`src/hw/rtl/tl_pkg.sv`:
```
// Package for the token lexer: character codes, token kinds, lexer state and result types.
`timescale 1ns / 1ps
`default_nettype none

package tl_pkg;

    localparam int unsigned CHAR_W      = 8;
    localparam int unsigned QUEUE_DEPTH = 4;

    localparam logic [CHAR_W-1:0] CH_NUL       = 8'h00;
    localparam logic [CHAR_W-1:0] CH_COMMA     = 8'h2C;
    localparam logic [CHAR_W-1:0] CH_SEMICOLON = 8'h3B;
    localparam logic [CHAR_W-1:0] CH_NEWLINE   = 8'h0A;
    localparam logic [CHAR_W-1:0] CH_HASH      = 8'h23;
    localparam logic [CHAR_W-1:0] CH_LPAREN    = 8'h28;
    localparam logic [CHAR_W-1:0] CH_RPAREN    = 8'h29;
    localparam logic [CHAR_W-1:0] CH_PERIOD    = 8'h2E;
    localparam logic [CHAR_W-1:0] CH_UNDERSCORE = 8'h5F;
    localparam logic [CHAR_W-1:0] CH_QUOTE     = 8'h22;
    localparam logic [CHAR_W-1:0] CH_BACKSLASH = 8'h5C;
    localparam logic [CHAR_W-1:0] CH_DIGIT_0   = 8'h30;
    localparam logic [CHAR_W-1:0] CH_DIGIT_9   = 8'h39;
    localparam logic [CHAR_W-1:0] CH_UPPER_A   = 8'h41;
    localparam logic [CHAR_W-1:0] CH_UPPER_Z   = 8'h5A;
    localparam logic [CHAR_W-1:0] CH_LOWER_A   = 8'h61;
    localparam logic [CHAR_W-1:0] CH_LOWER_Z   = 8'h7A;

    typedef enum logic [1:0] {
        MODE_IDLE   = 2'd0,
        MODE_WORD   = 2'd1,
        MODE_STRING = 2'd2
    } lex_mode_t;

    typedef enum logic [1:0] {
        KIND_SEP    = 2'd0,
        KIND_WORD   = 2'd1,
        KIND_STRING = 2'd2,
        KIND_END    = 2'd3
    } token_kind_t;

    typedef struct packed {
        lex_mode_t         mode;
        logic              escape_pending;
        logic [CHAR_W-1:0] held_char;
        logic              held_valid;
    } lex_state_t;

    typedef struct packed {
        token_kind_t       kind;
        logic              has_char;
        logic [CHAR_W-1:0] token_char;
        logic              last;
    } result_t;

    function automatic logic is_word_char(input logic [CHAR_W-1:0] c);
        return (c == CH_UNDERSCORE) ||
               ((c >= CH_DIGIT_0) && (c <= CH_DIGIT_9)) ||
               ((c >= CH_UPPER_A) && (c <= CH_UPPER_Z)) ||
               ((c >= CH_LOWER_A) && (c <= CH_LOWER_Z));
    endfunction

    function automatic logic is_separator(input logic [CHAR_W-1:0] c);
        return (c == CH_COMMA) || (c == CH_SEMICOLON) || (c == CH_NEWLINE) ||
               (c == CH_HASH) || (c == CH_LPAREN) || (c == CH_RPAREN) ||
               (c == CH_PERIOD);
    endfunction

    function automatic result_t make_result(input token_kind_t kind, input logic has,
                                            input logic [CHAR_W-1:0] ch, input logic last);
        result_t r;
        r.kind       = kind;
        r.has_char   = has;
        r.token_char = has ? ch : '0;
        r.last       = last;
        return r;
    endfunction

endpackage

`default_nettype wire

```
`src/hw/rtl/tl_lex_core.sv`:
```
// Lexer state register and the per-character next-state and result logic.
`timescale 1ns / 1ps
`default_nettype none

module tl_lex_core (
    input  wire logic                    aclk,
    input  wire logic                    aresetn,
    input  wire logic                    accept,
    input  wire logic [tl_pkg::CHAR_W-1:0] character,
    output logic [1:0]                   res_count,
    output tl_pkg::result_t              res0,
    output tl_pkg::result_t              res1
);
    import tl_pkg::*;

    lex_state_t state_reg, state_next;
    result_t    idle_res;
    logic       idle_res_valid;

    always_ff @(posedge aclk) begin
        if (!aresetn) begin
            state_reg <= '{mode: MODE_IDLE, escape_pending: 1'b0,
                           held_char: '0, held_valid: 1'b0};
        end else if (accept) begin
            state_reg <= state_next;
        end
    end

    always_comb begin
        state_next     = state_reg;
        res_count      = 2'd0;
        res0           = make_result(KIND_END, 1'b0, '0, 1'b1);
        res1           = make_result(KIND_END, 1'b0, '0, 1'b1);
        idle_res       = make_result(KIND_END, 1'b0, '0, 1'b1);
        idle_res_valid = 1'b0;

        unique case (state_reg.mode)
            MODE_STRING: begin
                if (character == CH_NUL) begin
                    // close the string, then end the text
                    res0 = make_result(KIND_STRING, state_reg.held_valid,
                                       state_reg.held_char, 1'b1);
                    res_count  = 2'd2;
                    state_next = '{mode: MODE_IDLE, escape_pending: 1'b0,
                                   held_char: '0, held_valid: 1'b0};
                end else if (state_reg.escape_pending || (character != CH_BACKSLASH &&
                                                          character != CH_QUOTE)) begin
                    res0 = make_result(KIND_STRING, 1'b1, state_reg.held_char, 1'b0);
                    res_count                 = state_reg.held_valid ? 2'd1 : 2'd0;
                    state_next.held_char      = character;
                    state_next.held_valid     = 1'b1;
                    state_next.escape_pending = 1'b0;
                end else if (character == CH_BACKSLASH) begin
                    state_next.escape_pending = 1'b1;
                end else begin
                    res0 = make_result(KIND_STRING, state_reg.held_valid,
                                       state_reg.held_char, 1'b1);
                    res_count  = 2'd1;
                    state_next = '{mode: MODE_IDLE, escape_pending: 1'b0,
                                   held_char: '0, held_valid: 1'b0};
                end
            end
            default: begin
                if (state_reg.mode == MODE_WORD) begin
                    res0      = make_result(KIND_WORD, 1'b1, state_reg.held_char,
                                            !is_word_char(character));
                    res_count = 2'd1;
                end
                if (state_reg.mode == MODE_WORD && is_word_char(character)) begin
                    state_next.held_char  = character;
                    state_next.held_valid = 1'b1;
                end else begin
                    // identifier closed (or none open): handle the character afresh
                    state_next.mode = MODE_IDLE;
                    if (state_reg.mode == MODE_WORD) begin
                        state_next.held_valid = 1'b0;
                        state_next.held_char  = '0;
                    end
                    if (character == CH_NUL) begin
                        state_next.escape_pending = 1'b0;
                        state_next.held_valid     = 1'b0;
                        idle_res_valid            = 1'b1;
                    end else if (is_separator(character)) begin
                        idle_res       = make_result(KIND_SEP, 1'b1, character, 1'b1);
                        idle_res_valid = 1'b1;
                    end else if (is_word_char(character)) begin
                        state_next.mode       = MODE_WORD;
                        state_next.held_char  = character;
                        state_next.held_valid = 1'b1;
                    end else if (character == CH_QUOTE) begin
                        state_next = '{mode: MODE_STRING, escape_pending: 1'b0,
                                       held_char: '0, held_valid: 1'b0};
                    end
                    if (idle_res_valid) begin
                        if (res_count == 2'd1) begin
                            res1 = idle_res;
                        end else begin
                            res0 = idle_res;
                        end
                        res_count = res_count + 2'd1;
                    end
                end
            end
        endcase
    end

endmodule

`default_nettype wire

```
`src/hw/rtl/tl_out_queue.sv`:
```
// Result queue: takes up to two results a cycle, hands one a cycle to the output while it is ready.
`timescale 1ns / 1ps
`default_nettype none

module tl_out_queue #(
    parameter int unsigned DEPTH = tl_pkg::QUEUE_DEPTH
) (
    input  wire logic            aclk,
    input  wire logic            aresetn,
    input  wire logic [1:0]      wr_count,
    input  tl_pkg::result_t      wr_data0,
    input  tl_pkg::result_t      wr_data1,
    output logic                 room_for_two,
    output logic                 rd_valid,
    input  wire logic            rd_ready,
    output tl_pkg::result_t      rd_data
);
    import tl_pkg::*;

    localparam int unsigned PTR_W = (DEPTH > 1) ? $clog2(DEPTH) : 1;
    localparam int unsigned CNT_W = $clog2(DEPTH + 1);

    result_t            entry_reg [DEPTH];
    logic [PTR_W-1:0]   wr_ptr_reg, wr_ptr_next, wr_ptr_plus1, rd_ptr_reg, rd_ptr_next;
    logic [CNT_W-1:0]   count_reg, count_next;
    logic               read_word;

    function automatic logic [PTR_W-1:0] wrap_inc(input logic [PTR_W-1:0] p);
        return (p == PTR_W'(DEPTH - 1)) ? '0 : p + PTR_W'(1);
    endfunction

    assign read_word    = rd_valid && rd_ready;
    assign rd_valid     = (count_reg != '0);
    assign rd_data      = entry_reg[rd_ptr_reg];
    assign room_for_two = (count_reg <= CNT_W'(DEPTH - 2));
    assign wr_ptr_plus1 = wrap_inc(wr_ptr_reg);

    always_comb begin
        rd_ptr_next = read_word ? wrap_inc(rd_ptr_reg) : rd_ptr_reg;
        unique case (wr_count)
            2'd1:    wr_ptr_next = wr_ptr_plus1;
            2'd2:    wr_ptr_next = wrap_inc(wr_ptr_plus1);
            default: wr_ptr_next = wr_ptr_reg;
        endcase
        count_next = count_reg + CNT_W'(wr_count) - CNT_W'(read_word);
    end

    always_ff @(posedge aclk) begin
        if (!aresetn) begin
            wr_ptr_reg <= '0;
            rd_ptr_reg <= '0;
            count_reg  <= '0;
        end else begin
            wr_ptr_reg <= wr_ptr_next;
            rd_ptr_reg <= rd_ptr_next;
            count_reg  <= count_next;
        end
    end

    always_ff @(posedge aclk) begin
        if (wr_count != 2'd0) begin
            entry_reg[wr_ptr_reg] <= wr_data0;
        end
        if (wr_count == 2'd2) begin
            entry_reg[wr_ptr_plus1] <= wr_data1;
        end
    end

endmodule

`default_nettype wire

```
`src/hw/rtl/token_lexer.sv`:
```
// Top level of the token lexer: character stream in, token character stream out.
//
// Input channel s_*: one text character per word in s_tdata[7:0]; a zero
// character ends the text. Output channel m_*: one token character per word
// in m_tdata, with the token kind and a has-character flag in m_tuser and
// m_tlast set on the final word of each token. Separators, empty strings and
// the end-of-text marker are single words with m_tlast high.
// Identifier and string characters are held back by one character so that the
// final one can carry m_tlast; a character therefore appears on m_* only once
// the character after it has been accepted.
// Output: results of an accepted character are registered in the queue and
// reach m_* behind any words already queued.
// Throughput: one character per cycle while the result queue has room for two
// words; a character that closes a token and is a separator or end of text
// yields two words, and the single output word per cycle then sets the pace.
// Stall: while m_tready is low, hold the current word; s_tready drops once the
// queue of QUEUE_DEPTH words could no longer take two more.
// Reset (aresetn low, synchronous): empty the queue, return the lexer to idle
// with no held character and no pending escape.
`timescale 1ns / 1ps
`default_nettype none

module token_lexer #(
    parameter int unsigned QUEUE_DEPTH = tl_pkg::QUEUE_DEPTH
) (
    input  wire logic        aclk,
    input  wire logic        aresetn,
    input  wire logic        s_tvalid,
    output logic             s_tready,
    input  wire logic [7:0]  s_tdata,   // [7:0] character
    output logic             m_tvalid,
    input  wire logic        m_tready,
    output logic [7:0]       m_tdata,   // [7:0] token_char
    output logic [2:0]       m_tuser,   // [1:0] token_kind, [2] has_char
    output logic             m_tlast
);
    import tl_pkg::*;

    logic       accept;
    logic [1:0] res_count;
    logic [1:0] push_count;
    result_t    res0, res1, head;
    logic       room_for_two;

    // take a word only while the queue can absorb the worst case of two results
    assign s_tready   = room_for_two;
    assign accept     = s_tvalid && s_tready;
    assign push_count = accept ? res_count : 2'd0;

    tl_lex_core u_core (
        .aclk      (aclk),
        .aresetn   (aresetn),
        .accept    (accept),
        .character (s_tdata[CHAR_W-1:0]),
        .res_count (res_count),
        .res0      (res0),
        .res1      (res1)
    );

    tl_out_queue #(
        .DEPTH (QUEUE_DEPTH)
    ) u_queue (
        .aclk         (aclk),
        .aresetn      (aresetn),
        .wr_count     (push_count),
        .wr_data0     (res0),
        .wr_data1     (res1),
        .room_for_two (room_for_two),
        .rd_valid     (m_tvalid),
        .rd_ready     (m_tready),
        .rd_data      (head)
    );

    // present the head result: character on tdata, kind and flag on tuser
    assign m_tdata = head.token_char;
    assign m_tuser = {head.has_char, head.kind};
    assign m_tlast = head.last;

endmodule

`default_nettype wire

```
`config.mk`:
```
export PLATFORM = sky130hd
export DESIGN_NAME = token_lexer
export DESIGN_NICKNAME = d
export VERILOG_FILES = /design/src/hw/rtl/tl_pkg.sv /design/src/hw/rtl/tl_lex_core.sv /design/src/hw/rtl/tl_out_queue.sv /design/src/hw/rtl/token_lexer.sv
export SDC_FILE = /design/constraint.sdc
export NUM_CORES = 1
export LEC_CHECK = 0
export ABC_AREA = 1
export CAP_MARGIN = 20
export CORE_UTILIZATION = 55
export DETAILED_ROUTE_END_ITERATION = 6
export DONT_BUFFER_PORTS = 1
export GPL_TIMING_DRIVEN = 0
export PLACE_DENSITY = 0.74
export SLEW_MARGIN = 20
export SYNTH_ARGS = -nofsm -noshare
export SYNTH_HDL_FRONTEND = slang
export SYNTH_SLANG_ARGS = --single-unit
export TNS_END_PERCENT = 1
```
`constraint.sdc`:
```
create_clock -name aclk -period 4.1 [get_ports aclk]
set_clock_uncertainty 0.05 [all_clocks]
set_input_delay 0.615 -clock aclk [delete_from_list [all_inputs] [get_ports aclk]]
set_output_delay 0.615 -clock aclk [all_outputs]
set_load 0.01 [all_outputs]
```
# Yosys cells after proc, flatten, opt, wreduce, memory -nomap -nowiden
# Memory sizes are Yosys's and may differ from the RTL's. A register that Yosys moved wholly into a read port is not among the register bits.
# Index checks and enable logic that the tools add are counted.
[totals] ff_bits=19 mem_bits_rw=48 in_bits=12 output_inout_bits=14 word_cells=131 n_memories=1
[memory_table] memory="u_queue.entry_reg" depth=4 word_bits=12 rd=1 rd_ports_with_merged_regs=1 wr=2 line_no="tl_out_queue.sv:23" text="result_t entry_reg [DEPTH];"
[op_classes] add_sub_neg=6 magnitude_cmp=7 eq_ne=26 mux=58 n_reduce_logical=26
[op_table] operator="2-to-1 mux 12 bit" count=17
[op_table] operator="equality test 8 x 6 -> 1 bit, second input constant" count=7
[op_table] operator="2-to-1 mux 9 bit" count=4
[op_table] operator="2-to-1 mux 2 bit" count=16
[op_table] operator="equality test 8 x 7 -> 1 bit, second input constant" count=2
[op_table] operator="greater-or-equal comparator 8 x 7 -> 1 bit, second input constant" count=2
[op_table] operator="<= comparator 8 x 7 -> 1 bit, second input constant" count=2
[op_table] operator="2-to-1 mux 8 bit" count=2
[op_table] operator="2-to-1 mux 1 bit" count=15
[op_table] operator="2-to-1 mux 11 bit" count=1
[op_table] operator="equality test 2 bit, second input constant" count=5
[op_table] operator="logical OR 1 bit" count=10
[op_table] operator="2-to-1 mux 10 bit" count=1
[op_table] operator="!= test 3 bit, second input constant" count=3
[op_table] operator="adder 2 x 1 -> 2 bit, second input constant" count=4
[op_table] operator="equality test 8 x 4 -> 1 bit, second input constant" count=1
[op_table] operator="greater-or-equal comparator 8 x 6 -> 1 bit, second input constant" count=1
[op_table] operator="<= comparator 8 x 6 -> 1 bit, second input constant" count=1
[op_table] operator="zero test 8 bit" count=1
[op_table] operator="!= test 8 x 6 -> 1 bit, second input constant" count=1
[op_table] operator="!= test 8 x 7 -> 1 bit, second input constant" count=1
[op_table] operator="logical AND 1 bit" count=7
[op_table] operator="equality test 2 x 1 -> 1 bit, second input constant" count=3
[op_table] operator="nonzero test 3 bit" count=2
[op_table] operator="13 further kinds" count=14

# Longest topological paths before layout
# Gate-level depths: netlist of the first run.
[depth] depth_word=18 depth_mapped=18 ltp_nobuf=17

# By module
# Synthesis of the first run repeated with hierarchy kept, for this count alone.
[hier_totals] hier_cells=591 area_unflattened_um2=4481.8
[modules_own_cells] module="tl_out_queue" n_inst=1 cells_each=310 area_per_inst_um2=2996.6 seq_area_each_um2=1621.6
[modules_own_cells] module="tl_lex_core" n_inst=1 cells_each=275 area_per_inst_um2=1462.7 seq_area_each_um2=240.2
[modules_own_cells] module="token_lexer" n_inst=1 cells_each=6 area_per_inst_um2=22.5 seq_area_each_um2=0.0

# Worst setup path before layout of the first run
# OpenSTA, ideal clock, no wires.
[synth_path] path_kind="input -> register" start="input s_tdata[3]" end="memory u_queue.entry_reg[2][10] (netlist name) (enable)" setup_ns=0.325 arrival_ns=2.792 slack_ns=0.934 path_stages=16 n_path_buf=2 path_cell_list="buf_2 inv_1 nor2_1 nand2_1 o2111ai_1 nand3_1 ha_1 inv_1 nand2_1 nand2_1 nand2_2 nand2_4 ha_1 nand2_1 clkbuf_1 nand2_1"
[synth_lines] item="start: declaration" line_no="token_lexer.sv:30" text="input wire logic [7:0] s_tdata,"
[synth_lines] item="end: declaration" line_no="tl_out_queue.sv:23"

==> results of run 1 <==
kinds of logic (layout without fill, tap and decap cells):
group	Yosys count	in the layout	share of synthesized area, %
flip-flops	69	69	44.8
AO/OA/AOI/OAI	112	112	14.9
AND/OR/NAND/NOR	264	264	28.6
XOR/XNOR	4	4	0.862
buffers and inverters	67	83	6.93
adder cells (fa/ha/maj)	12	12	3.88
layout make-up:
type	instances	area, um2	share of cell area [%]
inverters	43	161	3.67
multi-input cells	392	1960	44.6
flip-flops and latches	69	1820	41.4
clock inverters	5	58.8	1.34
well taps	96	120	2.73
plain buffers	24	120	2.73
clock buffers	11	151	3.44
power by group:
part / leakage (nW) / switching, mW / internal, mW
combinational: 1.20 / 0.382 / 0.183
sequential: 0.636 / 0.0492 / 0.801
clock: 0.102 / 0.257 / 0.314
total: 1.93 / 0.688 / 1.30
per-stage QoR:
step	setup slack (ps)	hold slack, ps
final	558	349
after global routing	352	335
after CTS	583	344
after detailed placement	225	395
after global placement	304	399
after floorplan	934	374
final timing paths:
| path | end | depth (start not counted) |
|---|---|---|
| min | u_core.state_reg[4] | 2 |
| min reg2reg | u_queue.entry_reg[0][0] | 2 |
| max | u_queue.entry_reg[2][7] | 16 |
| max reg2reg | u_queue.entry_reg[2][7] | 12 |
layer usage:
metal,GRT usage [%],part of all wire (%)
met1,36.7,43
met5,0,0
met4,10.4,2.3
met2,48.3,48
met3,6.41,6.5
cell usage in the layout, fill, tap and decap left out, types with 2 or more instances in the layout:
master,n
nand2_1,146
nor2_1,54
o21ai_0,45
edfxtp_1,44
inv_1,38
a21oi_1,28
dfxtp_1,25
nand3_1,24
o21ai_1,17
nand4_1,16
o22ai_1,13
clkbuf_1,12
ha_1,11
clkbuf_8,11
nor3_1,9
buf_2,6
o211ai_1,5
nand3_2,4
nand2_2,3
clkinv_1,3
nand2_4,3
xor2_1,3
inv_2,2
o2111ai_1,2
buf_1,2
buf_4,2
buf_6,2
clkinvlp_4,2
==> impl_metrics.env, run 1 <==
export IMPL_synth_top_area_share_pct=32.5
export IMPL_setup_violations=0
export IMPL_critPathCaptureType="flop"
export IMPL_finalPower_mw=1.99
export IMPL_fin_setup_tns_ps=0
export IMPL_ys_seq_area_share_pct=44.8
export IMPL_die_h_um=88.0
export IMPL_cap_violations=0
export IMPL_drt_pass1_iterations=5
export IMPL_hold_start="aresetn"
export IMPL_clock_path_buffers=2
export IMPL_path_cells="buf_2 -> inv_1 -> nor2_1 -> nand2_1 -> o2111ai_1 -> nand3_1 -> ha_1 -> inv_1 -> nand2_1 -> nand2_1 -> nand2_2 -> nand2_4 -> ha_1 -> nand2_1 -> clkbuf_1 -> nand2_1"
export IMPL_period_needed_ps=3540
export IMPL_vias_per_cell=5.69
export IMPL_cp_required_ps=4000
export IMPL_grt_total_usage_pct=28.9
export IMPL_design_area_mm2=0.00440
export IMPL_reg2reg_slack_ps=970
export IMPL_synth_seq_cells=69
export IMPL_overflow=0
export IMPL_antenna_found_initial=0
export IMPL_slew_headroom_pct=29.7
export IMPL_async_reset_ff_share_pct=0
export IMPL_syn_nets=552
export IMPL_synthMostInstantiatedCell="nand2_1"
export IMPL_via_count=3642
export IMPL_startpoint="s_tdata[3]"
export IMPL_drc=0
export IMPL_crit_buf_inv=4
export IMPL_root_buffer="clkbuf_8"
export IMPL_drt_total_wl_mm=10.3
export IMPL_die_w_um=88.0
export IMPL_numCtsBuffers=9
export IMPL_synth_top_area_cell="edfxtp_1"
export IMPL_cp_top_family="simple AND/OR/NAND/NOR gates"
export IMPL_ios=26
export IMPL_slew_viol_final=0
export IMPL_start_kind="primary input"
export IMPL_nFillCells=663
export IMPL_post_drt_wl_per_cell_um=16.1
export IMPL_critPathMaxStageDelay_ps=500
export IMPL_ys_warn_count=0
export IMPL_worstPathMaxFanout=11
export IMPL_finalWeightedCongestion=0.945
export IMPL_hold_path_class="primary input to flop"
export IMPL_grt_pass1_vias=3403
export IMPL_grt_max_degree=13
export IMPL_worst_setup_path_type="primary input to flop"
export IMPL_io_buffers=0
export IMPL_fin_crit_sh_pct=86.4
export IMPL_cts_max_level=3
export IMPL_crit_path_frequent_cell="nand2_1"
export IMPL_grt_first_pass_wirelength_mm=16.7
export IMPL_max_freq_mhz=282
export IMPL_drt_initial_drc_count=289
export IMPL_drtAntennaViolNets=0
export IMPL_r2r_start="u_core.state_reg[10]"
export IMPL_dieArea_mm2=0.00774
export IMPL_worstPathArrival_ps=3440
export IMPL_p_leak_nw=1.93
export IMPL_stdcell_count=640
export IMPL_crit_slowest_cell="nand2_1"
export IMPL_synth_cells=528
export IMPL_nets=563
export IMPL_largest_register_ffs=48
export IMPL_status="finished clean"
export IMPL_dpl_cell_area_mm2=0.00419
export IMPL_hold_viol_final=0
export IMPL_ys_types=35
export IMPL_initial_utilization_pct=58.2
export IMPL_fin_util_pct=63.0
export IMPL_grt_setup_unrepaired="no"
export IMPL_tightest_slew_ps=1050
export IMPL_synth_main_ff_cell="edfxtp_1"
export IMPL_clk_latency_ps=350
export IMPL_synthTopCellsByArea="edfxtp_1 (33%), nand2_1 (13%), dfxtp_1 (12%)"
export IMPL_syn_to_final_growth_pct=8.13
export IMPL_post_cts_resized=0
export IMPL_ys_top_cells_by_count="nand2_1 (146), nor2_1 (54), o21ai_0 (45)"
export IMPL_clk_pin_slew_worst_paths_ps=70
export IMPL_cts_hold_fix_buffers=0
export IMPL_p_per_area_mw_per_mm2=452
export IMPL_syn_area_mm2=0.00407
export IMPL_design_core_area_mm2=0.00698
export IMPL_ir_drop_mv=0.289
export IMPL_clkSinkCount=69
export IMPL_drive_gt1_share_pct=7.72
export IMPL_cts_tree="built"
export IMPL_rows=30
export IMPL_dpl_cell_count=624
export IMPL_diodes=0
export IMPL_post_cts_buffers=0
export IMPL_dp_hpwl_mm=7.86
export IMPL_synth_avg_cell_area_um2=7.70
export IMPL_synth_edf_count=44
Note: power is estimated with default switching activity, not from simulation.
==> inputs of run 2 (changes only) <==
==> constraint.sdc (replaced) <==
create_clock -name aclk -period 4.1 [get_ports aclk]
set_clock_uncertainty 0.05 [all_clocks]
set_input_delay 0.205 -clock aclk [delete_from_list [all_inputs] [get_ports aclk]]
set_output_delay 0.205 -clock aclk [all_outputs]
set_load 0.01 [all_outputs]
==> run 2 against run 1 <==
  * Total power increased by 0.12%
  * Hold slack got worse by 330 ps
  * Sequential cell count unchanged
  * Global-route usage increased by 0.26 points
  * Cell area increased by 0.91%
  * Die area unchanged
  * Sequential power about the same
  * Via count increased by 0.36%
  * First-iteration DRC count decreased by 6.2%
  * Critical path type unchanged
  * Highest routed layer unchanged
==> impl_metrics.env, run 2 (synthesis gave the netlist of run 1 again) <==
export IMPL_status="finished clean"
export IMPL_clkSinkCount=69
export IMPL_syn_to_final_growth_pct=9.11
export IMPL_vias_per_cell=5.68
export IMPL_nFillCells=659
export IMPL_fin_setup_tns_ps=0
export IMPL_numCtsBuffers=9
export IMPL_drive_gt1_share_pct=7.66
export IMPL_tightest_slew_ps=921
export IMPL_grt_total_usage_pct=29.1
export IMPL_drt_pass1_iterations=5
export IMPL_max_freq_mhz=320
export IMPL_nets=567
export IMPL_slew_headroom_pct=38.1
export IMPL_p_per_area_mw_per_mm2=448
export IMPL_final_cell_mix="nand2_1 (146), nor2_1 (54), o21ai_0 (45)"
export IMPL_design_core_area_mm2=0.00698
export IMPL_netSwitchingPower_uw=688
export IMPL_finalWeightedCongestion=0.945
export IMPL_p_int_mw=1.30
export IMPL_io_buffers=0
export IMPL_clock_path_buffers=2
export IMPL_period_needed_ps=3120
export IMPL_slew_viol_final=0
export IMPL_drc=0
export IMPL_fin_crit_sh_pct=76.2
export IMPL_drt_initial_drc_count=271
export IMPL_clk_pin_slew_worst_paths_ps=70
export IMPL_dp_hpwl_mm=7.86
export IMPL_cts_max_level=3
export IMPL_die_h_um=88.0
export IMPL_cap_violations=0
export IMPL_grt_max_degree=13
export IMPL_largest_register_ffs=48
export IMPL_hold_ws_ps=19.1
export IMPL_hold_path_class="primary input to flop"
export IMPL_register_area_mm2=0.00182
export IMPL_diodes=0
export IMPL_p_leak_nw=1.95
export IMPL_overflow=0
export IMPL_initial_utilization_pct=58.2
export IMPL_critPathCaptureType="flop"
export IMPL_hold_viol_final=0
export IMPL_drtAntennaViolNets=0
export IMPL_antenna_found_initial=0
export IMPL_swShare_pct=34.6
export IMPL_grt_first_pass_wirelength_mm=16.9
export IMPL_drt_total_wl_mm=10.3
export IMPL_ir_drop_mv=0.289
export IMPL_clkPwrFrac_pct=28.5
export IMPL_dieArea_mm2=0.00774
export IMPL_worstPathMaxFanout=11
export IMPL_die_w_um=88.0
export IMPL_worstPathArrival_ps=3020
export IMPL_clk_latency_ps=340
export IMPL_p_seq_share_pct=42.7
export IMPL_multi_input_area_mm2=0.00196
export IMPL_final_common_cell="nand2_1"
export IMPL_root_buffer="clkbuf_8"
export IMPL_rows=30
export IMPL_grt_pass1_vias=3438
export IMPL_post_drt_wl_per_cell_um=16.0
export IMPL_cts_tree="built"
export IMPL_cp_required_ps=4000
export IMPL_start_kind="primary input"
export IMPL_setup_violations=0
export IMPL_grt_setup_unrepaired="no"
export IMPL_ios=26
export IMPL_via_count=3655
export IMPL_comb_power_share_pct=28.7
export IMPL_worst_setup_path_type="primary input to flop"
export IMPL_post_cts_resized=0
-- run 2: cell count changes in the layout (fill, tap and decap cells not counted), sizes merged --
cell | before | now
dlygate4sd3 | 0 | 4
-- run 2: layout make-up --
type / instances / area share [%]
Timing Repair Buffer: 4 / 0.903
Inverter: 43 / 3.64
Clock inverter: 5 / 1.33
Multi-Input combinational cell: 392 / 44.2
Sequential cell: 69 / 41.1
Clock buffer: 11 / 3.41
Tap cell: 96 / 2.71
Buffer: 24 / 2.71
-- run 2: critical path, stage by stage --
cell and delay (ps):
buf_2 180, inv_1 120, nor2_1 170, nand2_1 80, o2111ai_1 170, nand3_1 120, ha_1 300, inv_1 40
nand2_1 60, nand2_1 60, nand2_2 90, nand2_4 80, ha_1 290, nand2_1 190, clkbuf_1 390, nand2_1 490
-- run 2: final timing paths --
path	from	to	slack [ps]	cells after the start
min	s_tdata[7]	u_core.state_reg[8]	20	2
min reg2reg	u_queue.entry_reg[0][0]	u_queue.entry_reg[0][0]	410	2
max reg2reg	u_core.state_reg[10]	u_queue.entry_reg[2][5]	1000	12
max	s_tdata[3]	u_queue.entry_reg[2][5]	980	16
-- run 2: power groups by stage --
stage | clock [mW] | combinational, mW | sequential [mW]
after floorplan | 0 | 0.454 | 0.848
after global placement | 0 | 0.550 | 0.863
after detailed placement | 0 | 0.565 | 0.864
after CTS | 0.572 | 0.571 | 0.849
after global routing | 0.605 | 0.655 | 0.859
final | 0.568 | 0.571 | 0.850
-- run 2: stage by stage --
step	cell area, um2	utilization, %	setup WS, ps	total power [mW]	instances
2_1_floorplan	4070	-	1340	1.30	528
3_3_place_gp	4190	59.9	714	1.41	624
3_5_place_dp	4190	59.9	635	1.43	624
4_1_cts	4440	63.5	993	1.99	644
5_1_grt	4440	63.5	762	2.12	644
6_report	4440	63.5	976	1.99	644
-- run 2: timing repair --
action | in CTS | in global routing
setup buffers | 0 | 0
setup endpoints to repair | 0 | 0
hold buffers | 4 | 0
endpoints found under the hold margin | 5 | 0
-- run 2: routing by layer --
| metal | vias to the layer above | wire length, um | part of all wire, % | GRT usage [%] |
|---|---|---|---|---|
| li1 | 1822 | - | - | - |
| met5 | - | 0 | 0 | 0 |
| met4 | 0 | 245 | 2.4 | 11.0 |
| met2 | 145 | 4910 | 48 | 48.8 |
| met3 | 21 | 683 | 6.6 | 6.41 |
| met1 | 1667 | 4470 | 43 | 36.7 |
==> inputs of run 3 (changes only) <==
- clock period: 4.1 -> 3 ns (I/O delays scaled with it)
==> run 3 against run 2 <==
  * Wire length grew 0.59%
  * Final cell count up 0.31%
  * Worst setup slack worse by 740 ps
  * Largest cell class unchanged
  * Largest power group unchanged
  * Highest routed layer unchanged
==> impl_metrics.env, run 3 (synthesis gave the netlist of run 1 again) <==
export IMPL_numCtsBuffers=9
export IMPL_clock_path_buffers=2
export IMPL_worst_setup_path_type="primary input to flop"
export IMPL_rows=30
export IMPL_slew_viol_final=0
export IMPL_grt_pass1_vias=3467
export IMPL_drt_total_wl_mm=10.4
export IMPL_clk_pin_slew_worst_paths_ps=80
export IMPL_root_buffer="clkbuf_8"
export IMPL_grt_total_usage_pct=29.3
export IMPL_status="finished clean"
export IMPL_dp_hpwl_mm=7.86
export IMPL_design_area_mm2=0.00447
export IMPL_setup_violations=0
export IMPL_design_core_area_mm2=0.00698
export IMPL_largest_register_ffs=48
export IMPL_cap_violations=0
export IMPL_drt_initial_drc_count=235
export IMPL_holdPathStages=4
export IMPL_hold_viol_final=0
export IMPL_period_needed_ps=2770
export IMPL_clk_latency_ps=350
export IMPL_stdcell_count=646
export IMPL_drive_gt1_share_pct=8.91
export IMPL_drtAntennaViolNets=0
export IMPL_critPathMaxStageDelay_ps=370
export IMPL_nFillCells=659
export IMPL_p_leak_nw=1.96
export IMPL_worstPathArrival_ps=2750
export IMPL_hold_path_class="primary input to flop"
export IMPL_hold_ws_ps=15.1
export IMPL_final_common_cell="nand2_1"
export IMPL_overflow=0
export IMPL_vias_per_cell=5.73
export IMPL_p_per_area_mw_per_mm2=608
export IMPL_critPathCaptureType="flop"
export IMPL_cts_max_level=3
export IMPL_grt_first_pass_wirelength_mm=17.0
export IMPL_dpl_cell_count=624
export IMPL_met2WireLength_mm=4.97
export IMPL_tightest_slew_ps=961
export IMPL_syn_to_final_growth_pct=9.97
export IMPL_initial_utilization_pct=58.2
export IMPL_path_cells="buf_2 -> inv_1 -> nor2_1 -> nand2_1 -> o2111ai_1 -> nand3_1 -> ha_1 -> inv_1 -> nand2_1 -> nand2_1 -> nand2_2 -> nand2_4 -> ha_1 -> nand2_1 -> clkbuf_1 -> nand2_2"
export IMPL_die_h_um=88.0
export IMPL_start_kind="primary input"
export IMPL_via_count=3701
export IMPL_ff2ff_path_depth=12
export IMPL_ir_drop_mv=0.395
export IMPL_drt_met1_wl_mm=4.47
export IMPL_dieArea_mm2=0.00774
export IMPL_io_buffers=0
export IMPL_cts_tree="built"
export IMPL_nets=569
export IMPL_cp_required_ps=2980
export IMPL_post_cts_buffers=0
export IMPL_fin_setup_tns_ps=0
export IMPL_slew_headroom_pct=35.5
export IMPL_ios=26
export IMPL_dpl_cell_area_mm2=0.00419
export IMPL_finalWeightedCongestion=0.945
export IMPL_cp_top_family="simple AND/OR/NAND/NOR gates"
export IMPL_grt_setup_unrepaired="yes"
export IMPL_final_cell_mix="nand2_1 (142), nor2_1 (53), o21ai_0 (45)"
export IMPL_fin_crit_sh_pct=92.3
export IMPL_crit_path_frequent_cell="nand2_1"
export IMPL_crit_cells=16
export IMPL_crit_slowest_cell="clkbuf_1"
export IMPL_post_drt_wl_per_cell_um=16.1
export IMPL_drc=0
export IMPL_worstPathMaxFanout=11
export IMPL_diodes=0
export IMPL_crit_buf_inv=4
export IMPL_die_w_um=88.0
export IMPL_drt_pass1_iterations=4
export IMPL_max_freq_mhz=361
export IMPL_antenna_found_initial=0
export IMPL_finalPower_mw=2.72
export IMPL_top_layer_used="met4"
export IMPL_clkSinkCount=69
export IMPL_wl_met3_um=650
export IMPL_grt_max_degree=13
## run 3: cell count changes in the layout (fill, tap and decap cells not counted), sizes merged
cell         previous run  this run
dlygate4sd3             4         6
## run 3: routing by layer
| layer | GRT usage, % | up-vias |
|---|---|---|
| met5 | 0 | - |
| met4 | 11.0 | 0 |
| met3 | 6.31 | 24 |
| met2 | 49.0 | 132 |
| met1 | 37.0 | 1715 |
| li1 | - | 1830 |
## run 3: layout make-up
cell class | count | area (um2) | area share, %
buffer | 24 | 123 | 2.74
multi-input combinational | 392 | 1970 | 44.2
clock buffer | 11 | 151 | 3.39
timing repair buffer | 6 | 60.1 | 1.34
inverter | 43 | 161 | 3.61
clock inverter | 5 | 58.8 | 1.32
tap | 96 | 120 | 2.69
sequential | 69 | 1820 | 40.8
## run 3: final timing paths
check                          start  slack [ps]                 endpoint
max                       s_tdata[3]         230  u_queue.entry_reg[3][5]
min                       s_tdata[6]          20      u_core.state_reg[7]
max reg2reg     u_core.state_reg[10]         300  u_queue.entry_reg[2][5]
min reg2reg  u_queue.entry_reg[0][0]         410  u_queue.entry_reg[0][0]
## run 3: stage by stage
step                utilization (%)  setup WS (ps)
floorplan                         -            299
global placement               59.9           -331
CTS                            64.0           94.9
global route                   64.0          -30.7
finish                         64.0            232
detailed placement             59.9           -410
## run 3: tightest hold or removal path, cell delays in order
cell and delay (ps):
nand2_1 40, o21ai_0 70, nand2_1 60, a21oi_1 50
## run 3: repair_timing
action / in CTS / in global routing
endpoints found under the hold margin: 8 / 0
resized for setup: 4 / 5
hold buffers: 6 / 0
setup endpoints to repair: 44 / 44
## run 3: power breakdown
part	switching, mW	internal (mW)	total (mW)
Clock	0.348	0.429	0.777
Combinational	0.524	0.256	0.781
Sequential	0.0685	1.09	1.16
Total	0.941	1.78	2.72
